## src/rtl/pfe_pkg.sv

```systemverilog
// Package for the postfix expression evaluator: data width, symbol codes,
// status codes, cell operations and state machine states.
// No dependencies.
package pfe_pkg;

  localparam int DataWidth         = 32;
  localparam int SymbolWidth       = 8;
  localparam int StatusWidth       = 2;
  localparam int StackDepthDefault = 16;

  // ASCII codes of the characters that get special handling.
  localparam logic [SymbolWidth-1:0] SymAdd    = 8'h2B;
  localparam logic [SymbolWidth-1:0] SymSub    = 8'h2D;
  localparam logic [SymbolWidth-1:0] SymMul    = 8'h2A;
  localparam logic [SymbolWidth-1:0] SymDiv    = 8'h2F;
  localparam logic [SymbolWidth-1:0] SymLParen = 8'h28;
  localparam logic [SymbolWidth-1:0] SymRParen = 8'h29;

  // Offset subtracted from a character code before it is pushed.
  localparam logic [DataWidth-1:0] DigitBase = 32'd48;

  // Value returned by a pop from an empty stack.
  localparam logic [DataWidth-1:0] EmptyValue = '1;

  typedef enum logic [StatusWidth-1:0] {
    STATUS_OK   = 2'd0,
    STATUS_DIV0 = 2'd1,
    STATUS_OVF  = 2'd2
  } status_e;

  // What a stack cell loads on the next clock edge.
  typedef enum logic [1:0] {
    CELL_HOLD,
    CELL_TAKE_PREV,
    CELL_TAKE_NEXT
  } cell_op_e;

  typedef enum logic [1:0] {
    S_IDLE,
    S_EXEC,
    S_DIV,
    S_FINISH
  } state_e;

endpackage

```

## src/rtl/pfe_if.sv

```systemverilog
// Valid/ready channel interfaces for the postfix expression evaluator.
// Depends on pfe_pkg for field widths.
interface pfe_in_if;
  logic                          valid;
  logic                          ready;
  logic [pfe_pkg::SymbolWidth-1:0] symbol;
  logic                          last;

  modport source (output valid, output symbol, output last, input ready);
  modport sink   (input valid, input symbol, input last, output ready);
endinterface

interface pfe_out_if;
  logic                                  valid;
  logic                                  ready;
  logic signed [pfe_pkg::DataWidth-1:0]  value;
  logic [pfe_pkg::StatusWidth-1:0]       status;

  modport source (output valid, output value, output status, input ready);
  modport sink   (input valid, input value, input status, output ready);
endinterface

```

## src/rtl/pfe_cell.sv

```systemverilog
// One stack cell: holds a single stack entry and exchanges it with its
// neighbors. Depends on pfe_pkg.
module pfe_cell (
  input  logic                          clk_i,
  input  pfe_pkg::cell_op_e             op_i,
  input  logic [pfe_pkg::DataWidth-1:0] prev_i,
  input  logic [pfe_pkg::DataWidth-1:0] next_i,
  output logic [pfe_pkg::DataWidth-1:0] data_o
);
  import pfe_pkg::*;

  logic [DataWidth-1:0] data_q;
  logic [DataWidth-1:0] data_d;

  // Select what the cell holds after this edge.
  always_comb begin
    unique case (op_i)
      CELL_TAKE_PREV: data_d = prev_i;
      CELL_TAKE_NEXT: data_d = next_i;
      default:        data_d = data_q;
    endcase
  end

  // Payload register, no reset needed.
  always_ff @(posedge clk_i) begin
    data_q <= data_d;
  end

  assign data_o = data_q;

endmodule

```

## src/rtl/pfe_div.sv

```systemverilog
// Iterative signed divider, one quotient bit per cycle, truncating toward
// zero. Depends on pfe_pkg. The divisor must be nonzero.
module pfe_div (
  input  logic                          clk_i,
  input  logic                          rst_ni,
  input  logic                          start_i,
  input  logic [pfe_pkg::DataWidth-1:0] dividend_i,
  input  logic [pfe_pkg::DataWidth-1:0] divisor_i,
  output logic                          done_o,
  output logic [pfe_pkg::DataWidth-1:0] quotient_o
);
  import pfe_pkg::*;

  localparam int CntW = $clog2(DataWidth + 1);

  logic [CntW-1:0]      cnt_q, cnt_d;
  logic                 done_q, done_d;
  logic [DataWidth:0]   rem_q, rem_d;
  logic [DataWidth-1:0] quo_q, quo_d;
  logic [DataWidth-1:0] dvs_q, dvs_d;
  logic                 neg_q, neg_d;
  logic [DataWidth:0]   rem_shift;
  logic [DataWidth:0]   rem_sub;

  // Shift one dividend bit into the partial remainder and try a subtract.
  assign rem_shift = {rem_q[DataWidth-1:0], quo_q[DataWidth-1]};
  assign rem_sub   = rem_shift - {1'b0, dvs_q};

  always_comb begin
    cnt_d  = cnt_q;
    rem_d  = rem_q;
    quo_d  = quo_q;
    dvs_d  = dvs_q;
    neg_d  = neg_q;
    done_d = 1'b0;
    if (start_i) begin
      // Work on magnitudes and fix the sign at the end.
      quo_d = dividend_i[DataWidth-1] ? (~dividend_i + 1'b1) : dividend_i;
      dvs_d = divisor_i[DataWidth-1] ? (~divisor_i + 1'b1) : divisor_i;
      neg_d = dividend_i[DataWidth-1] ^ divisor_i[DataWidth-1];
      rem_d = '0;
      cnt_d = CntW'(DataWidth);
    end else if (cnt_q != '0) begin
      if (!rem_sub[DataWidth]) begin
        rem_d = rem_sub;
        quo_d = {quo_q[DataWidth-2:0], 1'b1};
      end else begin
        rem_d = rem_shift;
        quo_d = {quo_q[DataWidth-2:0], 1'b0};
      end
      cnt_d  = cnt_q - 1'b1;
      done_d = (cnt_q == CntW'(1));
    end
  end

  always_ff @(posedge clk_i or negedge rst_ni) begin
    if (!rst_ni) begin
      cnt_q  <= '0;
      done_q <= 1'b0;
    end else begin
      cnt_q  <= cnt_d;
      done_q <= done_d;
    end
  end

  always_ff @(posedge clk_i) begin
    rem_q <= rem_d;
    quo_q <= quo_d;
    dvs_q <= dvs_d;
    neg_q <= neg_d;
  end

  assign done_o     = done_q;
  assign quotient_o = neg_q ? (~quo_q + 1'b1) : quo_q;

endmodule

```

## src/rtl/postfix_expression_evaluator.sv

```systemverilog
// Postfix expression evaluator on a row of stack cells, top of stack in cell 0.
// Each accepted item passes through an execute state before the next one is accepted; a
// '/' with a nonzero divisor also waits in a divide state for the divider, one quotient bit per cycle.
// An item marked last also passes a finish state, which waits for the result register to be
// free; its result is registered there and a new item is accepted while it waits to be taken.
// Reset clears the stack count, the error flags and the result valid; cells are not cleared.
module postfix_expression_evaluator #(
  parameter int STACK_DEPTH = pfe_pkg::StackDepthDefault
) (
  input  logic      clk_i,
  input  logic      rst_ni,
  pfe_in_if.sink    in_i,
  pfe_out_if.source out_o
);
  import pfe_pkg::*;

  localparam int CountW = $clog2(STACK_DEPTH + 1);

  state_e               state_q, state_d;
  logic [SymbolWidth-1:0] sym_q;
  logic                 last_q;
  logic [CountW-1:0]    count_q, count_d;
  logic                 div0_q, div0_d;
  logic                 ovf_q, ovf_d;
  logic                 out_valid_q, out_valid_d;
  logic [DataWidth-1:0] out_value_q, out_value_d;
  status_e              out_status_q, out_status_d;

  logic [DataWidth-1:0] cell_data [STACK_DEPTH];
  cell_op_e             top_op, rest_op;
  logic [DataWidth-1:0] top_val;

  logic                 is_arith, is_paren;
  logic                 has_one, has_two, is_full;
  logic [DataWidth-1:0] x_val, y_val, arith_res, push_val;
  logic                 div_start, div_done;
  logic [DataWidth-1:0] div_quot;
  logic                 can_load;

  // Symbol decode and operand fetch; an empty slot reads as minus one.
  assign is_arith = (sym_q == SymAdd) || (sym_q == SymSub) ||
                    (sym_q == SymMul) || (sym_q == SymDiv);
  assign is_paren = (sym_q == SymLParen) || (sym_q == SymRParen);
  assign has_one  = (count_q >= CountW'(1));
  assign has_two  = (count_q >= CountW'(2));
  assign is_full  = (count_q == CountW'(STACK_DEPTH));
  assign y_val    = has_one ? cell_data[0] : EmptyValue;
  assign x_val    = has_two ? cell_data[1] : EmptyValue;
  assign push_val = {{(DataWidth-SymbolWidth){1'b0}}, sym_q} - DigitBase;
  assign can_load = !out_valid_q || out_o.ready;

  // Combinational operators; the multiplier keeps the low word only.
  always_comb begin
    unique case (sym_q)
      SymAdd:  arith_res = x_val + y_val;
      SymSub:  arith_res = x_val - y_val;
      SymMul:  arith_res = x_val * y_val;
      default: arith_res = '0;
    endcase
  end

  pfe_div u_div (
    .clk_i      (clk_i),
    .rst_ni     (rst_ni),
    .start_i    (div_start),
    .dividend_i (x_val),
    .divisor_i  (y_val),
    .done_o     (div_done),
    .quotient_o (div_quot)
  );

  // Next-state logic.
  always_comb begin
    state_d = state_q;
    unique case (state_q)
      S_IDLE: begin
        if (in_i.valid) state_d = S_EXEC;
      end
      S_EXEC: begin
        if ((sym_q == SymDiv) && (y_val != '0)) state_d = S_DIV;
        else if (last_q)                         state_d = S_FINISH;
        else                                     state_d = S_IDLE;
      end
      S_DIV: begin
        if (div_done) state_d = last_q ? S_FINISH : S_IDLE;
      end
      S_FINISH: begin
        if (can_load) state_d = S_IDLE;
      end
      default: state_d = S_IDLE;
    endcase
  end

  // Stack, flag and output register control.
  always_comb begin
    top_op       = CELL_HOLD;
    rest_op      = CELL_HOLD;
    top_val      = arith_res;
    count_d      = count_q;
    div0_d       = div0_q;
    ovf_d        = ovf_q;
    div_start    = 1'b0;
    out_valid_d  = out_valid_q && !out_o.ready;
    out_value_d  = out_value_q;
    out_status_d = out_status_q;
    unique case (state_q)
      S_EXEC: begin
        if (is_arith) begin
          if ((sym_q == SymDiv) && (y_val != '0)) begin
            div_start = 1'b1;
          end else begin
            // Two pops and one push: the row moves up by one entry.
            if (sym_q == SymDiv) div0_d = 1'b1;
            top_op  = CELL_TAKE_PREV;
            rest_op = CELL_TAKE_NEXT;
            count_d = has_two ? (count_q - 1'b1) : CountW'(1);
          end
        end else if (!is_paren) begin
          if (is_full) begin
            ovf_d = 1'b1;
          end else begin
            top_val = push_val;
            top_op  = CELL_TAKE_PREV;
            rest_op = CELL_TAKE_PREV;
            count_d = count_q + 1'b1;
          end
        end
      end
      S_DIV: begin
        if (div_done) begin
          top_val = div_quot;
          top_op  = CELL_TAKE_PREV;
          rest_op = CELL_TAKE_NEXT;
          count_d = has_two ? (count_q - 1'b1) : CountW'(1);
        end
      end
      S_FINISH: begin
        if (can_load) begin
          out_valid_d  = 1'b1;
          out_value_d  = y_val;
          out_status_d = ovf_q ? STATUS_OVF : (div0_q ? STATUS_DIV0 : STATUS_OK);
          count_d      = '0;
          div0_d       = 1'b0;
          ovf_d        = 1'b0;
        end
      end
      default: begin
      end
    endcase
  end

  // Row of stack cells.
  for (genvar i = 0; i < STACK_DEPTH; i++) begin : g_cell
    logic [DataWidth-1:0] prev_w, next_w;
    if (i == 0) begin : g_first
      assign prev_w = top_val;
    end else begin : g_mid
      assign prev_w = cell_data[i-1];
    end
    if (i == STACK_DEPTH - 1) begin : g_end
      assign next_w = '0;
    end else begin : g_inner
      assign next_w = cell_data[i+1];
    end
    pfe_cell u_cell (
      .clk_i  (clk_i),
      .op_i   ((i == 0) ? top_op : rest_op),
      .prev_i (prev_w),
      .next_i (next_w),
      .data_o (cell_data[i])
    );
  end

  // Control registers.
  always_ff @(posedge clk_i or negedge rst_ni) begin
    if (!rst_ni) begin
      state_q     <= S_IDLE;
      count_q     <= '0;
      div0_q      <= 1'b0;
      ovf_q       <= 1'b0;
      out_valid_q <= 1'b0;
    end else begin
      state_q     <= state_d;
      count_q     <= count_d;
      div0_q      <= div0_d;
      ovf_q       <= ovf_d;
      out_valid_q <= out_valid_d;
    end
  end

  // Payload registers: input capture and result.
  always_ff @(posedge clk_i) begin
    if (in_i.valid && in_i.ready) begin
      sym_q  <= in_i.symbol;
      last_q <= in_i.last;
    end
    out_value_q  <= out_value_d;
    out_status_q <= out_status_d;
  end

  assign in_i.ready   = (state_q == S_IDLE);
  assign out_o.valid  = out_valid_q;
  assign out_o.value  = out_value_q;
  assign out_o.status = out_status_q;

endmodule

```

## src/flat_wrapper.sv

```systemverilog
// flat-port wrapper written by rule: the top's interface ports become plain ports
module postfix_expression_evaluator_flat import pfe_pkg::*;
#(
  parameter int STACK_DEPTH = pfe_pkg::StackDepthDefault
)
  (clk_i, rst_ni, in_i_valid, in_i_symbol, in_i_last, in_i_ready, out_o_valid, out_o_value, out_o_status, out_o_ready);
  pfe_in_if in_i_i ();
  pfe_out_if out_o_i ();
  input  logic clk_i;
  input  logic rst_ni;
  input wire logic [$bits(in_i_i.valid)-1:0] in_i_valid;
  input wire logic [$bits(in_i_i.symbol)-1:0] in_i_symbol;
  input wire logic [$bits(in_i_i.last)-1:0] in_i_last;
  output wire logic [$bits(in_i_i.ready)-1:0] in_i_ready;
  output wire logic [$bits(out_o_i.valid)-1:0] out_o_valid;
  output wire logic [$bits(out_o_i.value)-1:0] out_o_value;
  output wire logic [$bits(out_o_i.status)-1:0] out_o_status;
  input wire logic [$bits(out_o_i.ready)-1:0] out_o_ready;
  assign in_i_i.valid = in_i_valid;
  assign in_i_i.symbol = in_i_symbol;
  assign in_i_i.last = in_i_last;
  assign in_i_ready = in_i_i.ready;
  assign out_o_valid = out_o_i.valid;
  assign out_o_value = out_o_i.value;
  assign out_o_status = out_o_i.status;
  assign out_o_i.ready = out_o_ready;
  postfix_expression_evaluator #(.STACK_DEPTH(STACK_DEPTH)) u_core (.clk_i(clk_i), .rst_ni(rst_ni), .in_i(in_i_i), .out_o(out_o_i));
endmodule
```

## config.mk

```make
export PLATFORM = sky130hd
export DESIGN_NAME = postfix_expression_evaluator_flat
export DESIGN_NICKNAME = d
export VERILOG_FILES = /design/src/rtl/pfe_pkg.sv /design/src/rtl/pfe_if.sv /design/src/rtl/pfe_cell.sv /design/src/rtl/pfe_div.sv /design/src/rtl/postfix_expression_evaluator.sv /design/src/flat_wrapper.sv
export SDC_FILE = /design/constraint.sdc
export NUM_CORES = 2
export LEC_CHECK = 0
export BUFFER_PORTS_ARGS = -buffer_cell sky130_fd_sc_hd__buf_2
export CAP_MARGIN = 20
export CORE_AREA = 2 2 446 448
export CTS_CLUSTER_SIZE = 20
export DETAILED_ROUTE_END_ITERATION = 8
export DIE_AREA = 0 0 448 450
export SYNTH_ARGS = -nofsm -noshare
export SYNTH_HDL_FRONTEND = slang
export SYNTH_SLANG_ARGS = --single-unit
```

## constraint.sdc

```tcl
create_clock -name clk_i -period 20.6 [get_ports clk_i]
set_input_delay 3.09 -clock clk_i [delete_from_list [all_inputs] [get_ports clk_i]]
set_output_delay 3.09 -clock clk_i [all_outputs]
set_load 0.01 [all_outputs]
```

# Word-level counts from Yosys, hierarchy flattened
# Cells that the tools add are included.
# totals
ff_bits	669
in_bits	13
out_inout_bits	36
elab_cells	173
# classes
addsub	10
multipliers	1
n_lt_le_gt_ge	2
eq_ne	27
muxes	74
bitwise_logic	4
n_reduce_logical	23
# ops
op	count
$pmux W32 S2	17
$mux W32	11
$add A32 B1 Y32 const B	3
$not A32 Y32	3
$pmux W32 S3	1
$eq A8 B6 Y1 const B	6
$mux W5	7
$sub A33 B32 Y33	1
$add A32 B32 Y32	1
$mul A32 B32 Y32	1
$reduce_bool A32 Y1	1
$sub A32 B32 Y32	1
$mux W31	1
$mux W2	10
$mux W1	19
$pmux W5 S3	1
$mux W6	2
$ne A2 B2 Y1 const B	5
$reduce_and A5 Y1	2
$sub A8 B6 Y9 const B	1
$eq A2 B2 Y1 const B	4
$ne A2 B1 Y1 const B	4
$pmux W2 S2	2
$pmux W2 S4	1
other kinds (22)	36

# Depth between registers and ports, before layout
# depth
ltp_word	9
mapped_depth	36
mapped_depth_nobuf	32

# Modules after synthesis
# From an unflattened synthesis, not the netlist that was laid out.
# unflattened
hier_cells	4523
area_unflattened_um2	53227.3
# by_module_without_submodules
mod	n_inst	cells_per_inst	area_per_inst_um2
pfe_cell	16	71	1525.2
postfix_expression_evaluator	1	2457	20827.5
pfe_div	1	930	7996.4

# Worst setup path before layout
# OpenSTA, ideal clock, no wires.
# synth_path
path_kind	reg2reg
start	register u_core.count_q[1]
end	register u_core.g_cell[10].u_cell.data_q[0] (enable)
setup_time_ns	0.829
t_arrival_ns	13.386
required_ns	19.771
setup_slack_ns	6.385
path_stages_with_launch	22
n_path_buf	1
period_less_slack_ns	14.215
cell_sequence	dfrtp_1 inv_1 ha_1 nor2_1 nand2_1 nand2b_1 inv_1 clkbuf_1 ha_1 or4b_2 nor4_1 nand4b_1 nor4_1 and2_1 nand2_1 nor2_1 a21oi_1 nor2b_1 a21oi_1 nor2b_1 ha_1 inv_1
# synth_via
elab_chain_len	9
elab_cells_between_ends	13
# synth_rtl
element	line_no	rtl
from (decl)	postfix_expression_evaluator.sv:22	logic [CountW-1:0] count_q, count_d;
from (signal assigned)	postfix_expression_evaluator.sv:184	count_q <= count_d;
$ge A5 B1 Y1	postfix_expression_evaluator.sv:44	assign has_one = (count_q >= CountW'(1));
$mux W32	postfix_expression_evaluator.sv:47	assign y_val = has_one ? cell_data[0] : EmptyValue;
$reduce_bool A32 Y1	postfix_expression_evaluator.sv:109	if ((sym_q == SymDiv) && (y_val != '0)) begin
$logic_and A1 B1 Y1	postfix_expression_evaluator.sv:109	
$mux W2	postfix_expression_evaluator.sv:109	
$mux W2 (*)	postfix_expression_evaluator.sv:108	if (is_arith) begin
$pmux W2 S2 (*)	postfix_expression_evaluator.sv:106	unique case (state_q)
$eq A2 B2 Y1 or $eq A2 B1 Y1 (tied branches)	pfe_cell.sv:17	unique case (op_i)
$reduce_bool A2 Y1 (no source line) (*)	-	
to (signal assigned)	pfe_cell.sv:26	data_q <= data_d;
to (decl)	pfe_cell.sv:12	logic [DataWidth-1:0] data_q;
# Every way passes the cells marked *; elsewhere a longest branch is shown, timed or not.
# A chain may end at the register's enable or synchronous reset.

# Final worst setup path
# layout_path
start	register u_core.count_q[1]
end	register u_core.g_cell[9].u_cell.data_q[20], data pin
# layout_via
elab_chain_len	9
elab_cells_between_ends	13
# layout_rtl
element	line_no	rtl
$ge A5 B1 Y1	postfix_expression_evaluator.sv:44	
$mux W32	postfix_expression_evaluator.sv:47	
$reduce_bool A32 Y1	postfix_expression_evaluator.sv:109	
$logic_and A1 B1 Y1	postfix_expression_evaluator.sv:109	
$mux W2	postfix_expression_evaluator.sv:109	
$mux W2 (*)	postfix_expression_evaluator.sv:108	
$pmux W2 S2 (*)	postfix_expression_evaluator.sv:106	
$eq A2 B2 Y1 or $eq A2 B1 Y1 (tied branches)	pfe_cell.sv:17	
$pmux W32 S2 (*)	pfe_cell.sv:17	
net u_core.g_cell[9].u_cell.data_d[20]	pfe_cell.sv:13	logic [DataWidth-1:0] data_d;
to (signal assigned)	pfe_cell.sv:26	
to (decl)	pfe_cell.sv:12	
# The timed path passes the listed nets; every way through them passes the cells marked *.

==> qor.csv <==
stage;metric;value;unit
worst_hold_path;hold path startpoint;u_core.u_div.rem_q[25];
synthesis;post-synth top area share;38.1;%
cts;clock-pin transition on the worst setup and hold timing paths;60;ps
synthesis;number of synthesized flops with an enable pin;620;
synthesis;Synth Area in Compound Gates;6.89;%
routing;drt via density;4.72;
critical_path;Critical Path Source Type;flop;
finish;nets@finish;5065;
critical_path;required time of the worst setup path;20990;ps
finish;Filler cells;20500;
cts;Hold Buf Count CTS;0;
finish;share of cells above drive strength 1;16.8;%
cts;total CTS buffers;76;
synthesis;Mean Syn Cell Area;11.1;sq um
power;clock power share;48.2;%
placement;# port buffers;48;
floorplanning;Die ar.;202000;sq um
timing;endpoints failing setup;0;
cts;CTS tree;done;
synthesis;ys flop type;edfxtp_1;
global_routing;pin count of the biggest net entering global routing;226;
synthesis;sequential area share after synthesis;40.2;%
critical_path;FF-to-FF Start;u_core.count_q[1];
synthesis;synthesized flop and latch total;669;
floorplanning;Core Rows;163;
floorplanning;width of the die;448;microns
worst_hold_path;Hold Path Sink;u_core.u_div.rem_q[25];
floorplanning;Core Area;197000;sq um
timing;clk_skew;53.3;ps
power;NetSw;590;uW
power;Sw Ratio;20.9;%
finish;commonest non-fill, non-tap cell in the layout;edfxtp_1;
synthesis;simple-gate portion of the synthesized area;10.6;%
power;Cell Pwr Density;51.3;nW/um^2
routing;Initial DRT Pass Iterations;6;
finish;Core Util, Final;28.0;%
routing;final routed DRC violation total;0;
cts;H-tree depth;3;
run_status;status;completed;
critical_path;Crit path largest cell delay;810;ps
timing;fin crit share;48.3;%
synthesis;Synth Area in Adders;22.0;%
synthesis;XOR/XNOR Fraction of Synth Area;4.28;%
placement;RD Place Congestion;0.986;
synthesis;mux cell area share after synthesis;10.4;%
routing;initial drt markers;3351;
timing;final hold vios;0;
critical_path;slowest CP cell;ha_4;
power;worst vdd ir;54.2;uV
power;Leak;0.0199;uW
power;internal power;2240;uW
power;fraction of power consumed by combinational cells;0.1;%
synthesis;Async SR Flop Fraction;2.54;%
synthesis;largest family of logic cells by synthesized area;adder cells;
timing;f_max;0.101;GHz
finish;commonest non-fill, non-tap cells in the layout;edfxtp_1 (620), nor2_1 (521), inv_1 (493);
critical_path;critical path class;flop to flop;
timing;max-slew violations;0;
critical_path;Crit. End Element;flop;
global_routing;vias in the first global route;34000;
global_routing;global-route wire length before repair;218;mm
timing;worst slew pin tran;1260;ps
cts;worst skew pair latency;690;ps
critical_path;CP arrival;10330;ps
synthesis;post-synth cell types;80;
finish;synth-to-layout area growth;12.6;%
worst_hold_path;Min-Delay Path Class;flop to flop;
synthesis;Post-Syn Instances;4424;
floorplanning;initial cell density of the core;24.9;%
synthesis;Syn Std Cell Area;48900;sq um
global_routing;gr ovfl total;0;
global_routing;initial antenna violation count;6;
critical_path;CP startpoint;u_core.count_q[1];
timing;min Tclk post-route;9940;ps
synthesis;Synth area leader;edfxtp_1;
global_routing;gr usage total;14.3;%
synthesis;Ys Warns;0;
cts;Resized cells post-CTS;0;
critical_path;RR Endpoint;u_core.g_cell[9].u_cell.data_o[20];
timing;Rel. slew slack;15.7;%
worst_hold_path;hold-critical path depth;2;
job;max cap viols;0;
routing;Post-DRT Antenna Nets;0;
power;power share of the sequential group;51.7;%
routing;DRT Wirelength;147;mm
routing;via count;33700;
critical_path;worst path cell trace;inv_1 -> ha_1 -> nor2_1 -> nand2_1 -> nand2b_1 -> buf_4 -> inv_1 -> ha_1 -> or4b_2 -> nor4_1 -> nand4b_1 -> nor4_1 -> and2_1 -> nand2_1 -> nor2_1 -> a21oi_1 -> nor2b_1 -> a21oi_1 -> nor2b_1 -> ha_4 -> buf_12 -> buf_12 -> mux2_2;
timing;RSZ-0062 raised after global routing;false;
critical_path;worst reg-to-reg setup slack;10660;ps
floorplanning;I/O pins;49;
cts;CTS Sinks;669;
timing;total negative slack;0;ps
cts;setup bufs post-CTS;0;
cts;Root Buffer;clkbuf_16;
placement;DP HPWL;106;mm
floorplanning;die extent in y;450;microns
critical_path;Max Fanout on Critical Path;225;
synthesis;syn nets;5051;
critical_path;FF-to-FF path depth;23;
routing;Routed WL per cell;20.6;microns
cts;Max Root-Sink Buffers;3;
synthesis;main area contributors after synthesis;edfxtp_1 (38%), fa_1 (17%), mux2_2 (10%);
==> cell type report <==
class | instances | area, sq um | share of cell area, %
diodes | 4 | 10.0 | 0.0182
clock buffers | 103 | 2090 | 3.79
clock inverters | 37 | 414 | 0.752
inverters | 520 | 1960 | 3.56
multi-input cells | 3035 | 26600 | 48.4
flip-flops and latches | 669 | 19700 | 35.7
well taps | 2640 | 3300 | 6.00
repair buffers | 136 | 991 | 1.80
==> cell families (layout without fill, tap and decap cells) <==
| family | count (synthesis) | after routing |
|---|---|---|
| AND/OR/NAND/NOR | 1198 | 1198 |
| AO/OA/AOI/OAI | 529 | 529 |
| XOR/XNOR | 239 | 239 |
| other | 0 | 4 |
| flip-flops | 669 | 669 |
| adder cells (fa/ha/maj) | 614 | 614 |
| multiplexers | 455 | 455 |
| buffers and inverters | 720 | 796 |
==> metrics by stage <==
step	area (sq um)	instances	power (uW)	hold WS [ps]	worst slack, ps
3_3_place_gp	52500	6996	1490	466	10890
6_report	55100	7144	2830	486	10660
2_1_floorplan	48900	4424	1490	449	6390
3_5_place_dp	52500	6996	1490	472	10780
5_1_grt	55100	7141	2910	509	10230
4_1_cts	55000	7136	2870	489	10770
==> registers in the layout, indices dropped and copies added, names as in the netlist <==
name                         flops
u_core.g_cell.u_cell.data_o    512
u_core.out_o.value              32
u_core.u_div.dvs_q              32
u_core.u_div.quo_q              32
u_core.u_div.rem_q              32
u_core.sym_q                     8
u_core.u_div.cnt_q               6
u_core.count_q                   5
u_core.out_o.status              2
u_core.state_q                   2
u_core.div0_q                    1
u_core.last_q                    1
u_core.out_o.valid               1
u_core.ovf_q                     1
u_core.u_div.done_o              1
u_core.u_div.neg_q               1
==> how the worst max path moves through the flow <==
stage,cells after the start,end
floorplan,21,u_core.g_cell[10].u_cell.data_o[0]
global placement,23,u_core.g_cell[9].u_cell.data_o[30]
detailed placement,23,u_core.g_cell[4].u_cell.data_o[29]
CTS,23,u_core.g_cell[9].u_cell.data_o[30]
global route,23,u_core.g_cell[9].u_cell.data_o[20]
finish,23,u_core.g_cell[9].u_cell.data_o[20]
==> cells in the mapped netlist, types with 29 or more instances <==
library cell	number
nand2b_1	30
o21ai_1	32
nand2_1	389
o21ai_0	121
nor2b_1	52
nor2_1	538
xor2_1	65
edfxtp_1	620
mux2_2	445
xnor2_1	174
inv_1	494
a21o_1	45
dfxtp_1	32
o31ai_1	33
clkbuf_1	174
nor3_1	39
nand3_1	29
a21oi_1	127
ha_1	204
fa_1	410
==> power by group through the flow <==
stage	Sequential, uW	Clock, uW	Combinational, uW
final	1460	1360	2.16
after floorplan	1490	0	0.0485
after detailed placement	1490	0	2.20
after CTS	1460	1400	2.29
after global placement	1490	0	2.23
after global routing	1460	1450	2.42
==> worst max-delay path: cells and delay by family, from the launching register on <==
family,cells,cell delay (ps)
and+or+nand+nor,12,3940
muxes,1,430
AOI/OAI and AO/OA,2,410
buffers and inverters,5,2280
adders and majority gates,3,1410
DFF,1,460
==> routing by layer <==
metal  vias up  global-route usage [%]  wire (microns)
li1      15000                       -               -
met1     16900                    19.4           63400
met2      1397                    21.3           62700
met3       358                    3.34           12500
met4         2                    7.25            8200
met5         -                  0.0241              12
Note: power is estimated with default switching activity, not from simulation.
